[config.mk]
export PLATFORM = sky130hd
export DESIGN_NAME = radio_frame_checker_address_filter_flat
export DESIGN_NICKNAME = d
export VERILOG_FILES = /design/src/rtl/core/rfcaf_pkg.sv /design/src/rtl/core/rfcaf_in_if.sv /design/src/rtl/core/rfcaf_out_if.sv /design/src/rtl/core/radio_frame_checker_address_filter.sv /design/src/rtl/core/rfcaf_ctrl.sv /design/src/rtl/core/rfcaf_dp.sv /design/src/flat_wrapper.sv
export SDC_FILE = /design/constraint.sdc
export NUM_CORES = 1
export LEC_CHECK = 0
export BUFFER_PORTS_ARGS = -buffer_cell sky130_fd_sc_hd__buf_2
export CORE_MARGIN = 1
export CORE_UTILIZATION = 45
export CTS_BUF_LIST = sky130_fd_sc_hd__clkbuf_8
export CTS_CLUSTER_DIAMETER = 30
export DETAILED_ROUTE_END_ITERATION = 8
export PLACE_DENSITY_LB_ADDON = 0.05
export SKIP_CTS_REPAIR_TIMING = 1
export SLEW_MARGIN = 20
export SYNTH_ARGS = -nofsm -noshare
export SYNTH_HDL_FRONTEND = slang
export SYNTH_HIERARCHICAL = 1
export SYNTH_SLANG_ARGS = --single-unit
export TNS_END_PERCENT = 10
[constraint.sdc]
create_clock -name clk -period 8.1 [get_ports clk]
set_input_delay 0.81 -clock clk [delete_from_list [all_inputs] [get_ports clk]]
set_output_delay 0.81 -clock clk [all_outputs]
set_load 0.05 [all_outputs]
[src/rtl/core/rfcaf_pkg.sv]
`timescale 1ns / 1ps
`default_nettype none

package rfcaf_pkg;

  // Frame geometry
  localparam int MAX_PAYLOAD = 32;
  localparam int PAY_AW      = (MAX_PAYLOAD > 1) ? $clog2(MAX_PAYLOAD) : 1;
  localparam int BYTE_W      = 8;
  localparam int CNT_W       = 6;
  localparam int IDX_W       = 6;
  localparam int VERD_W      = 3;
  localparam int CFG_IDX_W   = 3;

  // Delimiters and group address fields
  localparam logic [BYTE_W-1:0] CH_START = 8'h2A;
  localparam logic [BYTE_W-1:0] CH_END   = 8'h23;
  localparam logic [BYTE_W-1:0] PFX_MASK = 8'hC0;
  localparam logic [BYTE_W-1:0] PFX_VAL  = 8'h80;
  localparam logic [BYTE_W-1:0] GID_MASK = 8'h3F;

  // Register reset values
  localparam logic [BYTE_W-1:0] OWN_ID_RST    = 8'd1;
  localparam logic [BYTE_W-1:0] BCAST_ID_RST  = 8'd255;
  localparam logic [BYTE_W-1:0] VESTS_ID_RST  = 8'd253;
  localparam logic [BYTE_W-1:0] EVEN_GRP_RST  = 8'd254;
  localparam logic [BYTE_W-1:0] ODD_GRP_RST   = 8'd252;

  typedef enum logic [CFG_IDX_W-1:0] {
    CFG_OWN_ID,
    CFG_BROADCAST_ID,
    CFG_ALL_VESTS_ID,
    CFG_EVEN_GROUP_ID,
    CFG_ODD_GROUP_ID
  } cfg_reg_t;

  typedef enum logic [VERD_W-1:0] {
    V_ACCEPT,
    V_BAD_START,
    V_BAD_END,
    V_BAD_SUM,
    V_ADDR_MISS,
    V_TOO_LONG
  } verdict_t;

  typedef enum logic [2:0] {
    ST_IDLE,
    ST_DEST,
    ST_SRC,
    ST_LEN,
    ST_PAY,
    ST_SUM,
    ST_END,
    ST_EMIT
  } state_t;

  // Commands from controller to datapath
  typedef struct packed {
    logic     frame_clr;
    logic     cap_dest;
    logic     cap_src;
    logic     cap_len;
    logic     cap_pay;
    logic     cap_sum;
    logic     put_verdict;
    verdict_t verdict;
    logic     emit_clr;
    logic     emit_put;
  } cmd_t;

  // Status from datapath to controller
  typedef struct packed {
    logic is_start;
    logic is_end;
    logic len_big;
    logic len_zero;
    logic pay_done;
    logic sum_bad;
    logic addr_ok;
    logic emit_last;
    logic slot_free;
  } stat_t;

endpackage

`default_nettype wire

[src/rtl/core/rfcaf_in_if.sv]
`timescale 1ns / 1ps
`default_nettype none

interface rfcaf_in_if;
  logic                           valid;
  logic                           ready;
  logic [rfcaf_pkg::BYTE_W-1:0]   rx_byte;
  logic                           frame_start;

  modport source (output valid, output rx_byte, output frame_start, input ready);
  modport sink   (input valid, input rx_byte, input frame_start, output ready);
endinterface

`default_nettype wire

[src/rtl/core/rfcaf_out_if.sv]
`timescale 1ns / 1ps
`default_nettype none

interface rfcaf_out_if;
  logic                           valid;
  logic                           ready;
  logic [rfcaf_pkg::BYTE_W-1:0]   out_byte;
  logic [rfcaf_pkg::IDX_W-1:0]    out_index;
  logic [rfcaf_pkg::VERD_W-1:0]   verdict;
  logic                           last;

  modport source (output valid, output out_byte, output out_index, output verdict,
                  output last, input ready);
  modport sink   (input valid, input out_byte, input out_index, input verdict,
                  input last, output ready);
endinterface

`default_nettype wire

[src/rtl/core/radio_frame_checker_address_filter.sv]
`timescale 1ns / 1ps
`default_nettype none

// Channel   Dir  Handshake       Payload
// in_ch     in   valid / ready   rx_byte[7:0], frame_start
// out_ch    out  valid / ready   out_byte[7:0], out_index[5:0], verdict[2:0], last
// cfg       in   cfg_we          cfg_index[2:0], cfg_data[7:0]
//
// One received byte per cycle is taken in a frame while the output slot is free.
// An accepted frame sends 3 + length results after its trailer, one per cycle
// while the slot is free; the burst sequencer holds the input off until the last.
// A rejection sends one result through the same output register.
// Input stalls while that output register is full and not being taken.
// Reset is synchronous; the payload store needs no clearing.

module radio_frame_checker_address_filter (
  input  wire logic                              clk,
  input  wire logic                              rst_n,
  rfcaf_in_if.sink                               in_ch,
  rfcaf_out_if.source                            out_ch,
  input  wire logic                              cfg_we,
  input  wire logic [rfcaf_pkg::CFG_IDX_W-1:0]   cfg_index,
  input  wire logic [rfcaf_pkg::BYTE_W-1:0]      cfg_data
);

  rfcaf_pkg::cmd_t  cmd;
  rfcaf_pkg::stat_t stat;
  logic             in_ready;
  logic             out_valid;
  logic [rfcaf_pkg::BYTE_W-1:0] out_byte;
  logic [rfcaf_pkg::IDX_W-1:0]  out_index;
  logic [rfcaf_pkg::VERD_W-1:0] out_verdict;
  logic             out_last;

  // Sequence each request
  rfcaf_ctrl u_ctrl (
    .clk            (clk),
    .rst_n          (rst_n),
    .in_valid       (in_ch.valid),
    .in_frame_start (in_ch.frame_start),
    .in_ready       (in_ready),
    .stat           (stat),
    .cmd            (cmd)
  );

  // Hold frame state, filter, and drive results
  rfcaf_dp u_dp (
    .clk         (clk),
    .rst_n       (rst_n),
    .in_rx_byte  (in_ch.rx_byte),
    .cfg_we      (cfg_we),
    .cfg_index   (cfg_index),
    .cfg_data    (cfg_data),
    .cmd         (cmd),
    .stat        (stat),
    .out_ready   (out_ch.ready),
    .out_valid   (out_valid),
    .out_byte    (out_byte),
    .out_index   (out_index),
    .out_verdict (out_verdict),
    .out_last    (out_last)
  );

  assign in_ch.ready      = in_ready;
  assign out_ch.valid     = out_valid;
  assign out_ch.out_byte  = out_byte;
  assign out_ch.out_index = out_index;
  assign out_ch.verdict   = out_verdict;
  assign out_ch.last      = out_last;

endmodule

`default_nettype wire

[src/rtl/core/rfcaf_ctrl.sv]
`timescale 1ns / 1ps
`default_nettype none

module rfcaf_ctrl (
  input  wire logic             clk,
  input  wire logic             rst_n,
  input  wire logic             in_valid,
  input  wire logic             in_frame_start,
  output logic                  in_ready,
  input  wire rfcaf_pkg::stat_t stat,
  output rfcaf_pkg::cmd_t       cmd
);

  rfcaf_pkg::state_t state_r, state_nxt;
  logic              fire;

  // Take a request only when the output slot can hold a result
  assign in_ready = (state_r != rfcaf_pkg::ST_EMIT) && stat.slot_free;
  assign fire     = in_valid && in_ready;

  always_ff @(posedge clk) begin
    if (!rst_n) begin
      state_r <= rfcaf_pkg::ST_IDLE;
    end else begin
      state_r <= state_nxt;
    end
  end

  // Next state
  always_comb begin
    state_nxt = state_r;
    if (state_r == rfcaf_pkg::ST_EMIT) begin
      if (stat.slot_free && stat.emit_last) begin
        state_nxt = rfcaf_pkg::ST_IDLE;
      end
    end else if (fire) begin
      if (in_frame_start) begin
        state_nxt = stat.is_start ? rfcaf_pkg::ST_DEST : rfcaf_pkg::ST_IDLE;
      end else begin
        unique case (state_r)
          rfcaf_pkg::ST_IDLE: state_nxt = rfcaf_pkg::ST_IDLE;
          rfcaf_pkg::ST_DEST: state_nxt = rfcaf_pkg::ST_SRC;
          rfcaf_pkg::ST_SRC:  state_nxt = rfcaf_pkg::ST_LEN;
          rfcaf_pkg::ST_LEN: begin
            if (stat.len_big) begin
              state_nxt = rfcaf_pkg::ST_IDLE;
            end else begin
              state_nxt = stat.len_zero ? rfcaf_pkg::ST_SUM : rfcaf_pkg::ST_PAY;
            end
          end
          rfcaf_pkg::ST_PAY: begin
            if (stat.pay_done) begin
              state_nxt = rfcaf_pkg::ST_SUM;
            end
          end
          rfcaf_pkg::ST_SUM:  state_nxt = rfcaf_pkg::ST_END;
          rfcaf_pkg::ST_END: begin
            if (stat.is_end && !stat.sum_bad && stat.addr_ok) begin
              state_nxt = rfcaf_pkg::ST_EMIT;
            end else begin
              state_nxt = rfcaf_pkg::ST_IDLE;
            end
          end
          default: state_nxt = rfcaf_pkg::ST_IDLE;
        endcase
      end
    end
  end

  // Datapath commands
  always_comb begin
    cmd = '0;
    cmd.verdict = rfcaf_pkg::V_ACCEPT;
    if (state_r == rfcaf_pkg::ST_EMIT) begin
      cmd.emit_put = stat.slot_free;
    end else if (fire) begin
      if (in_frame_start) begin
        cmd.frame_clr = 1'b1;
        if (!stat.is_start) begin
          cmd.put_verdict = 1'b1;
          cmd.verdict     = rfcaf_pkg::V_BAD_START;
        end
      end else begin
        unique case (state_r)
          rfcaf_pkg::ST_IDLE: cmd.frame_clr = 1'b0;
          rfcaf_pkg::ST_DEST: cmd.cap_dest  = 1'b1;
          rfcaf_pkg::ST_SRC:  cmd.cap_src   = 1'b1;
          rfcaf_pkg::ST_LEN: begin
            if (stat.len_big) begin
              cmd.put_verdict = 1'b1;
              cmd.verdict     = rfcaf_pkg::V_TOO_LONG;
            end else begin
              cmd.cap_len = 1'b1;
            end
          end
          rfcaf_pkg::ST_PAY:  cmd.cap_pay = 1'b1;
          rfcaf_pkg::ST_SUM:  cmd.cap_sum = 1'b1;
          rfcaf_pkg::ST_END: begin
            // Judge the trailer, then the sum, then the address
            priority if (!stat.is_end) begin
              cmd.put_verdict = 1'b1;
              cmd.verdict     = rfcaf_pkg::V_BAD_END;
            end else if (stat.sum_bad) begin
              cmd.put_verdict = 1'b1;
              cmd.verdict     = rfcaf_pkg::V_BAD_SUM;
            end else if (!stat.addr_ok) begin
              cmd.put_verdict = 1'b1;
              cmd.verdict     = rfcaf_pkg::V_ADDR_MISS;
            end else begin
              cmd.emit_clr = 1'b1;
            end
          end
          default: cmd.frame_clr = 1'b0;
        endcase
      end
    end
  end

endmodule

`default_nettype wire

[src/rtl/core/rfcaf_dp.sv]
`timescale 1ns / 1ps
`default_nettype none

module rfcaf_dp (
  input  wire logic                                 clk,
  input  wire logic                                 rst_n,
  input  wire logic [rfcaf_pkg::BYTE_W-1:0]         in_rx_byte,
  input  wire logic                                 cfg_we,
  input  wire logic [rfcaf_pkg::CFG_IDX_W-1:0]      cfg_index,
  input  wire logic [rfcaf_pkg::BYTE_W-1:0]         cfg_data,
  input  wire rfcaf_pkg::cmd_t                      cmd,
  output rfcaf_pkg::stat_t                          stat,
  input  wire logic                                 out_ready,
  output logic                                      out_valid,
  output logic [rfcaf_pkg::BYTE_W-1:0]              out_byte,
  output logic [rfcaf_pkg::IDX_W-1:0]               out_index,
  output logic [rfcaf_pkg::VERD_W-1:0]              out_verdict,
  output logic                                      out_last
);

  localparam int BW = rfcaf_pkg::BYTE_W;
  localparam int CW = rfcaf_pkg::CNT_W;
  localparam int AW = rfcaf_pkg::PAY_AW;
  localparam int IW = rfcaf_pkg::IDX_W;

  // Address filter registers
  logic [BW-1:0] own_id_r, bcast_id_r, vests_id_r, even_grp_r, odd_grp_r;

  // Frame state
  logic [CW-1:0] byte_count_r;
  logic [CW-1:0] frame_len_r;
  logic [BW-1:0] run_sum_r;
  logic [BW-1:0] dest_r;
  logic [BW-1:0] src_r;
  logic          sum_bad_r;

  // Result burst state
  logic [IW-1:0] emit_k_r;
  logic [AW-1:0] rd_ptr_r;
  logic [AW-1:0] rd_addr;
  logic [BW-1:0] rd_data_r;
  logic [BW-1:0] pay_mem [rfcaf_pkg::MAX_PAYLOAD];

  // Output register
  logic          out_valid_r;
  logic [BW-1:0] out_byte_r;
  logic [IW-1:0] out_index_r;
  logic [rfcaf_pkg::VERD_W-1:0] out_verdict_r;
  logic          out_last_r;

  logic [BW-1:0] game_id;
  logic          pfx_hit;
  logic          emit_pay;

  // Register writes
  always_ff @(posedge clk) begin
    if (!rst_n) begin
      own_id_r   <= rfcaf_pkg::OWN_ID_RST;
      bcast_id_r <= rfcaf_pkg::BCAST_ID_RST;
      vests_id_r <= rfcaf_pkg::VESTS_ID_RST;
      even_grp_r <= rfcaf_pkg::EVEN_GRP_RST;
      odd_grp_r  <= rfcaf_pkg::ODD_GRP_RST;
    end else if (cfg_we) begin
      unique case (cfg_index)
        rfcaf_pkg::CFG_OWN_ID:        own_id_r   <= cfg_data;
        rfcaf_pkg::CFG_BROADCAST_ID:  bcast_id_r <= cfg_data;
        rfcaf_pkg::CFG_ALL_VESTS_ID:  vests_id_r <= cfg_data;
        rfcaf_pkg::CFG_EVEN_GROUP_ID: even_grp_r <= cfg_data;
        rfcaf_pkg::CFG_ODD_GROUP_ID:  odd_grp_r  <= cfg_data;
        default:                      own_id_r   <= own_id_r;
      endcase
    end
  end

  // Capture header, count payload, accumulate sum
  always_ff @(posedge clk) begin
    if (!rst_n) begin
      byte_count_r <= '0;
      frame_len_r  <= '0;
      run_sum_r    <= '0;
      dest_r       <= '0;
      src_r        <= '0;
      sum_bad_r    <= 1'b0;
    end else begin
      if (cmd.frame_clr) begin
        byte_count_r <= '0;
        frame_len_r  <= '0;
        run_sum_r    <= '0;
        sum_bad_r    <= 1'b0;
      end
      if (cmd.cap_dest) begin
        dest_r <= in_rx_byte;
      end
      if (cmd.cap_src) begin
        src_r <= in_rx_byte;
      end
      if (cmd.cap_len) begin
        frame_len_r  <= in_rx_byte[CW-1:0];
        byte_count_r <= '0;
      end
      if (cmd.cap_pay) begin
        run_sum_r    <= run_sum_r + in_rx_byte;
        byte_count_r <= byte_count_r + CW'(1);
      end
      if (cmd.cap_sum) begin
        sum_bad_r <= (in_rx_byte != run_sum_r);
      end
    end
  end

  // Payload store write
  always_ff @(posedge clk) begin
    if (cmd.cap_pay) begin
      pay_mem[byte_count_r[AW-1:0]] <= in_rx_byte;
    end
  end

  // Read one payload entry ahead of the burst
  assign emit_pay = cmd.emit_put && (emit_k_r >= IW'(3));
  assign rd_addr  = emit_pay ? (rd_ptr_r + AW'(1)) : rd_ptr_r;

  always_ff @(posedge clk) begin
    rd_data_r <= pay_mem[rd_addr];
  end

  // Burst position
  always_ff @(posedge clk) begin
    if (!rst_n) begin
      emit_k_r <= '0;
      rd_ptr_r <= '0;
    end else if (cmd.emit_clr) begin
      emit_k_r <= '0;
      rd_ptr_r <= '0;
    end else if (cmd.emit_put) begin
      emit_k_r <= emit_k_r + IW'(1);
      rd_ptr_r <= rd_addr;
    end
  end

  // Address filter
  assign game_id = {1'b0, own_id_r[BW-1:1]} + BW'(1);
  assign pfx_hit = ((dest_r & rfcaf_pkg::PFX_MASK) == rfcaf_pkg::PFX_VAL) &&
                   ((dest_r & rfcaf_pkg::GID_MASK) == game_id);

  always_comb begin
    stat.is_start  = (in_rx_byte == rfcaf_pkg::CH_START);
    stat.is_end    = (in_rx_byte == rfcaf_pkg::CH_END);
    stat.len_big   = (in_rx_byte > BW'(rfcaf_pkg::MAX_PAYLOAD));
    stat.len_zero  = (in_rx_byte == '0);
    stat.pay_done  = ((7'(byte_count_r) + 7'd1) >= 7'(frame_len_r));
    stat.sum_bad   = sum_bad_r;
    stat.addr_ok   = (dest_r == own_id_r) || (dest_r == bcast_id_r) ||
                     (dest_r == vests_id_r) ||
                     ((dest_r == even_grp_r) && !game_id[0]) ||
                     ((dest_r == odd_grp_r) && game_id[0]) || pfx_hit;
    stat.emit_last = (7'(emit_k_r) == (7'(frame_len_r) + 7'd2));
    stat.slot_free = !out_valid_r || out_ready;
  end

  // Output register: load a verdict or the next forwarded byte, drop on take
  always_ff @(posedge clk) begin
    if (!rst_n) begin
      out_valid_r <= 1'b0;
    end else if (cmd.put_verdict || cmd.emit_put) begin
      out_valid_r <= 1'b1;
    end else if (out_ready) begin
      out_valid_r <= 1'b0;
    end
  end

  always_ff @(posedge clk) begin
    if (cmd.put_verdict) begin
      out_byte_r    <= '0;
      out_index_r   <= '0;
      out_verdict_r <= cmd.verdict;
      out_last_r    <= 1'b1;
    end else if (cmd.emit_put) begin
      priority if (emit_k_r == IW'(0)) begin
        out_byte_r <= dest_r;
      end else if (emit_k_r == IW'(1)) begin
        out_byte_r <= src_r;
      end else if (emit_k_r == IW'(2)) begin
        out_byte_r <= BW'(frame_len_r);
      end else begin
        out_byte_r <= rd_data_r;
      end
      out_index_r   <= emit_k_r;
      out_verdict_r <= rfcaf_pkg::V_ACCEPT;
      out_last_r    <= stat.emit_last;
    end
  end

  assign out_valid   = out_valid_r;
  assign out_byte    = out_byte_r;
  assign out_index   = out_index_r;
  assign out_verdict = out_verdict_r;
  assign out_last    = out_last_r;

endmodule

`default_nettype wire
[src/flat_wrapper.sv]
// flat-port wrapper written by rule: the top's interface ports become plain ports
module radio_frame_checker_address_filter_flat 
  (clk, rst_n, cfg_we, cfg_index, cfg_data, in_ch_valid, in_ch_rx_byte, in_ch_frame_start, in_ch_ready, out_ch_valid, out_ch_out_byte, out_ch_out_index, out_ch_verdict, out_ch_last, out_ch_ready);
  rfcaf_in_if in_ch_i ();
  rfcaf_out_if out_ch_i ();
  input  wire logic clk;
  input  wire logic rst_n;
  input  wire logic cfg_we;
  input  wire logic [rfcaf_pkg::CFG_IDX_W-1:0] cfg_index;
  input  wire logic [rfcaf_pkg::BYTE_W-1:0] cfg_data;
  input wire logic [$bits(in_ch_i.valid)-1:0] in_ch_valid;
  input wire logic [$bits(in_ch_i.rx_byte)-1:0] in_ch_rx_byte;
  input wire logic [$bits(in_ch_i.frame_start)-1:0] in_ch_frame_start;
  output wire logic [$bits(in_ch_i.ready)-1:0] in_ch_ready;
  output wire logic [$bits(out_ch_i.valid)-1:0] out_ch_valid;
  output wire logic [$bits(out_ch_i.out_byte)-1:0] out_ch_out_byte;
  output wire logic [$bits(out_ch_i.out_index)-1:0] out_ch_out_index;
  output wire logic [$bits(out_ch_i.verdict)-1:0] out_ch_verdict;
  output wire logic [$bits(out_ch_i.last)-1:0] out_ch_last;
  input wire logic [$bits(out_ch_i.ready)-1:0] out_ch_ready;
  assign in_ch_i.valid = in_ch_valid;
  assign in_ch_i.rx_byte = in_ch_rx_byte;
  assign in_ch_i.frame_start = in_ch_frame_start;
  assign in_ch_ready = in_ch_i.ready;
  assign out_ch_valid = out_ch_i.valid;
  assign out_ch_out_byte = out_ch_i.out_byte;
  assign out_ch_out_index = out_ch_i.out_index;
  assign out_ch_verdict = out_ch_i.verdict;
  assign out_ch_last = out_ch_i.last;
  assign out_ch_i.ready = out_ch_ready;
  radio_frame_checker_address_filter u_core (.clk(clk), .rst_n(rst_n), .in_ch(in_ch_i), .out_ch(out_ch_i), .cfg_we(cfg_we), .cfg_index(cfg_index), .cfg_data(cfg_data));
endmodule
==> out/qor.txt <==
Syn Area/Cell: 12.50 um^2
remaining antenna violation count: 0
routed length per instance: 23.02 um
Max Buffers Root-to-Sink: 3
CTS buffer count: 93
Met3 Routed Length: 2845 um
Hold Path Sink: u_core/u_dp/out_byte[3]
count leader, synth: edfxtp_1
R2R Path End: u_core/u_dp/rd_data_r[7]
Min-Delay Path Depth: 2
core region area: 0.04092 mm^2
Post-synth EDFFs: 259
Fmax: 0.2744 GHz
drt first pass iters: 5
fin crit share: 44.98%
largest net degree at the start of global routing: 88
Cell variety after synth: 72
DRC viols: 0
total track usage: 24.28%
Setup crit end kind: flip-flop
kind of critical path: reg2reg
RSZ-0062 raised after global routing: false
final worst-path setup slack: 4.456 ns
synth-to-layout area growth: 14.68%
ys async rst share: 0%
row count: 74
sequential power share: 43.6%
Routed met2 length: 23160 um
CTS tree: yes
Final Hold Vio Count: 0
PwrDens: 221.0 mW/mm^2
pre-CTS WS: 4.352 ns
post-synthesis compound-gate area fraction: 7.997%
Post-DP HPWL: 30360 um
Setup TNS Final: 0 ns
Max FO, Critical Path: 42
largest family of logic cells by synthesized area: multiplexers
die area: 0.04233 mm^2
Synth Flop Type: edfxtp_1
M1 WL: 22490 um
xor and xnor area share after synthesis: 3.282%
crit start category: flip-flop
syn_nets: 1544
via count: 12543
DRT iter0 DRCs: 983
layout cells sized above 1: 22.32%
H-Tree Depth: 3
top-area cell type share of the netlist area: 41.63%
final wirelength: 49690 um
P_leak: 7.090 nW
r2r worst-path depth: 8
crit path launch: u_core/u_dp/rd_ptr_r[1]
Worst Max-Slew Pin Slew: 1.101 ns
Ant. Diodes: 0
clk_lat worst skew: 0.67 ns
FF-to-FF setup slack: 4.46 ns
switching share of total power: 22.70%
initial core utilization: 45.65%
status: finished, final reports clean
highest metal used: met4
routed vias/inst: 5.812
vias in the first global route: 12551
min cycle time layout: 3.644 ns
maxcap violations: 0
register area share after synthesis: 53.95%
Post-synth top cells: 259 x edfxtp_1, 186 x nand2_1, 115 x dfxtp_1
worst vdd ir: 0.1731 mV
Seq cells post-synth: 374
simple-gate share of the synthesized area: 12.96%
I/O Pins: 45
Max Slew Vio Count: 0
Synth Instances: 1494
multiplexer area fraction after synthesis: 17.05%
Worst Skew: 0.02209 ns
max_slew headroom: 26.32%
Die W: 205.8 um
initial antenna violation count: 0
Synth area leader: edfxtp_1
Clock Power Share: 54.2%
Logic pwr share: 2.2%
CTS root buffer: clkbuf_8
worst hold path class: reg2reg
Worst-path clk slew: 0.05 ns
port bufs: 44
die height: 205.8 um
placer congestion estimate: 0.8540
CTS sink cnt: 374
Synth Area in Adders: 1.715%
NetSw: 1.075 mW
grt total ovfl: 0
CP arrival: 4.16 ns
Hold Crit Start: u_core/u_dp/out_byte[3]
FILL cells: 3563
ranking of synthesized cells by area: edfxtp_1 42%, dfxtp_1 12%, mux4_2 12%
Layout Nets: 1597
Worst Path Required: 8.61 ns
final setup violation count: 0
Ys Warns: 6
synthesized cell area: 0.01868 mm^2
internal power: 3.660 mW
R2R Path Start: u_core/u_dp/rd_ptr_r[1]
first-pass GRT wire length: 75690 um
cell usage in the layout (no fill, tap or decap), types with 10 or more instances in the layout:
cell type	n
a21oi_1	59
clkinv_2	20
nor3_1	17
clkinvlp_4	15
nor3b_1	11
nand2_1	186
inv_1	29
xnor2_1	40
nand4_1	13
nand2b_1	14
mux2i_1	83
mux4_2	102
edfxtp_1	259
dfxtp_1	112
clkbuf_8	99
buf_2	44
nor2b_1	50
xor2_1	28
nand3_1	62
a22oi_1	23
nor2_1	75
o221ai_1	11
a31oi_1	13
and3_1	10
a21boi_0	12
ha_1	23
buf_4	21
nand3b_1	10
o21ai_0	19
a211oi_1	15
bufinv_16	13
routing by layer:
layer	GRT usage, %	vias to the layer above
met5	0	-
met4	9.762	0
met3	4.989	73
met2	37.72	336
met1	33.22	6347
li1	-	5787
worst max-delay path, cell delays in order, from the launching register on:
cell and delay, ns:
dfxtp_4 0.87, ha_4 0.32, xor2_4 0.08, buf_4 0.37, nor2_1 0.93, a22oi_1 0.21, a31o_2 0.31, a22oi_1 0.26
nand3_1 0.11
state kept, by name (all words and copies together), names as in the netlist, 6 cells and up:
| register | cells |
|---|---|
| u_core/u_dp/own_id_r | 8 |
| u_core/u_dp/pay_mem | 256 |
| u_core/u_dp/dest_r | 8 |
| u_core/u_dp/frame_len_r | 6 |
| u_core/u_dp/rd_data_r | 8 |
| u_core/u_dp/run_sum_r | 8 |
| u_core/u_dp/byte_count_r | 6 |
| u_core/u_dp/even_grp_r | 8 |
| u_core/u_dp/out_byte | 8 |
| u_core/u_dp/out_index | 6 |
| u_core/u_dp/emit_k_r | 6 |
| u_core/u_dp/src_r | 8 |
| u_core/u_dp/bcast_id_r | 8 |
| u_core/u_dp/odd_grp_r | 8 |
| u_core/u_dp/vests_id_r | 8 |
final cells by class:
class	instances	area, um^2	area share [%]
clock buffers	99	1363	6.360
clock inverters	75	772.0	3.603
inverters	21	78.83	0.3679
multi-input cells	992	8082	37.72
flip-flops and latches	374	10090	47.08
well taps	532	665.6	3.107
repair buffers	65	377.9	1.764
stage by stage:
| stage | instances | utilization (%) | total power [mW] | hold WS [ns] | cell area, um^2 |
|---|---|---|---|---|---|
| floorplan | 1494 | - | 2.152 | 0.4551 | 18680 |
| global placement | 1984 | 47.14 | 2.206 | 0.4579 | 19290 |
| finish | 2158 | 52.35 | 4.735 | 0.4671 | 21420 |
| global route | 2158 | 52.35 | 4.895 | 0.4585 | 21420 |
| detailed placement | 1984 | 47.14 | 2.207 | 0.4627 | 19290 |
| CTS | 2158 | 52.35 | 4.789 | 0.4349 | 21420 |
worst max-delay path by stage:
stage | to | slack, ns | depth (start not counted)
2_1_floorplan | u_core/u_dp/pay_mem[28][0] | 4.75 | 10
3_3_place_gp | u_core/u_dp/pay_mem[18][3] | 4.37 | 9
3_5_place_dp | u_core/u_dp/pay_mem[22][5] | 4.35 | 9
4_1_cts | u_core/u_dp/rd_data_r[2] | 4.47 | 6
5_1_grt | u_core/u_dp/rd_data_r[7] | 4.27 | 8
6_report | u_core/u_dp/rd_data_r[7] | 4.46 | 8
logic make-up (layout without fill, tap and decap cells):
kind of cell / count (synthesis) / count (layout)
and+or+nand+nor: 491 / 491
DFF: 374 / 374
AOI/OAI and AO/OA: 216 / 216
muxes: 190 / 190
buffers and inverters: 128 / 260
xor gates and xnor gates: 70 / 70
adders and majority gates: 25 / 25
power by group through the flow:
stage / sequential, mW / combinational, mW / clock, mW
after global placement: 2.10 / 0.105 / 0
after detailed placement: 2.10 / 0.106 / 0
after global routing: 2.06 / 0.116 / 2.72
after floorplan: 2.10 / 0.0545 / 0
final: 2.06 / 0.105 / 2.57
after CTS: 2.06 / 0.107 / 2.62
Note: power is estimated with default switching activity, not from simulation.
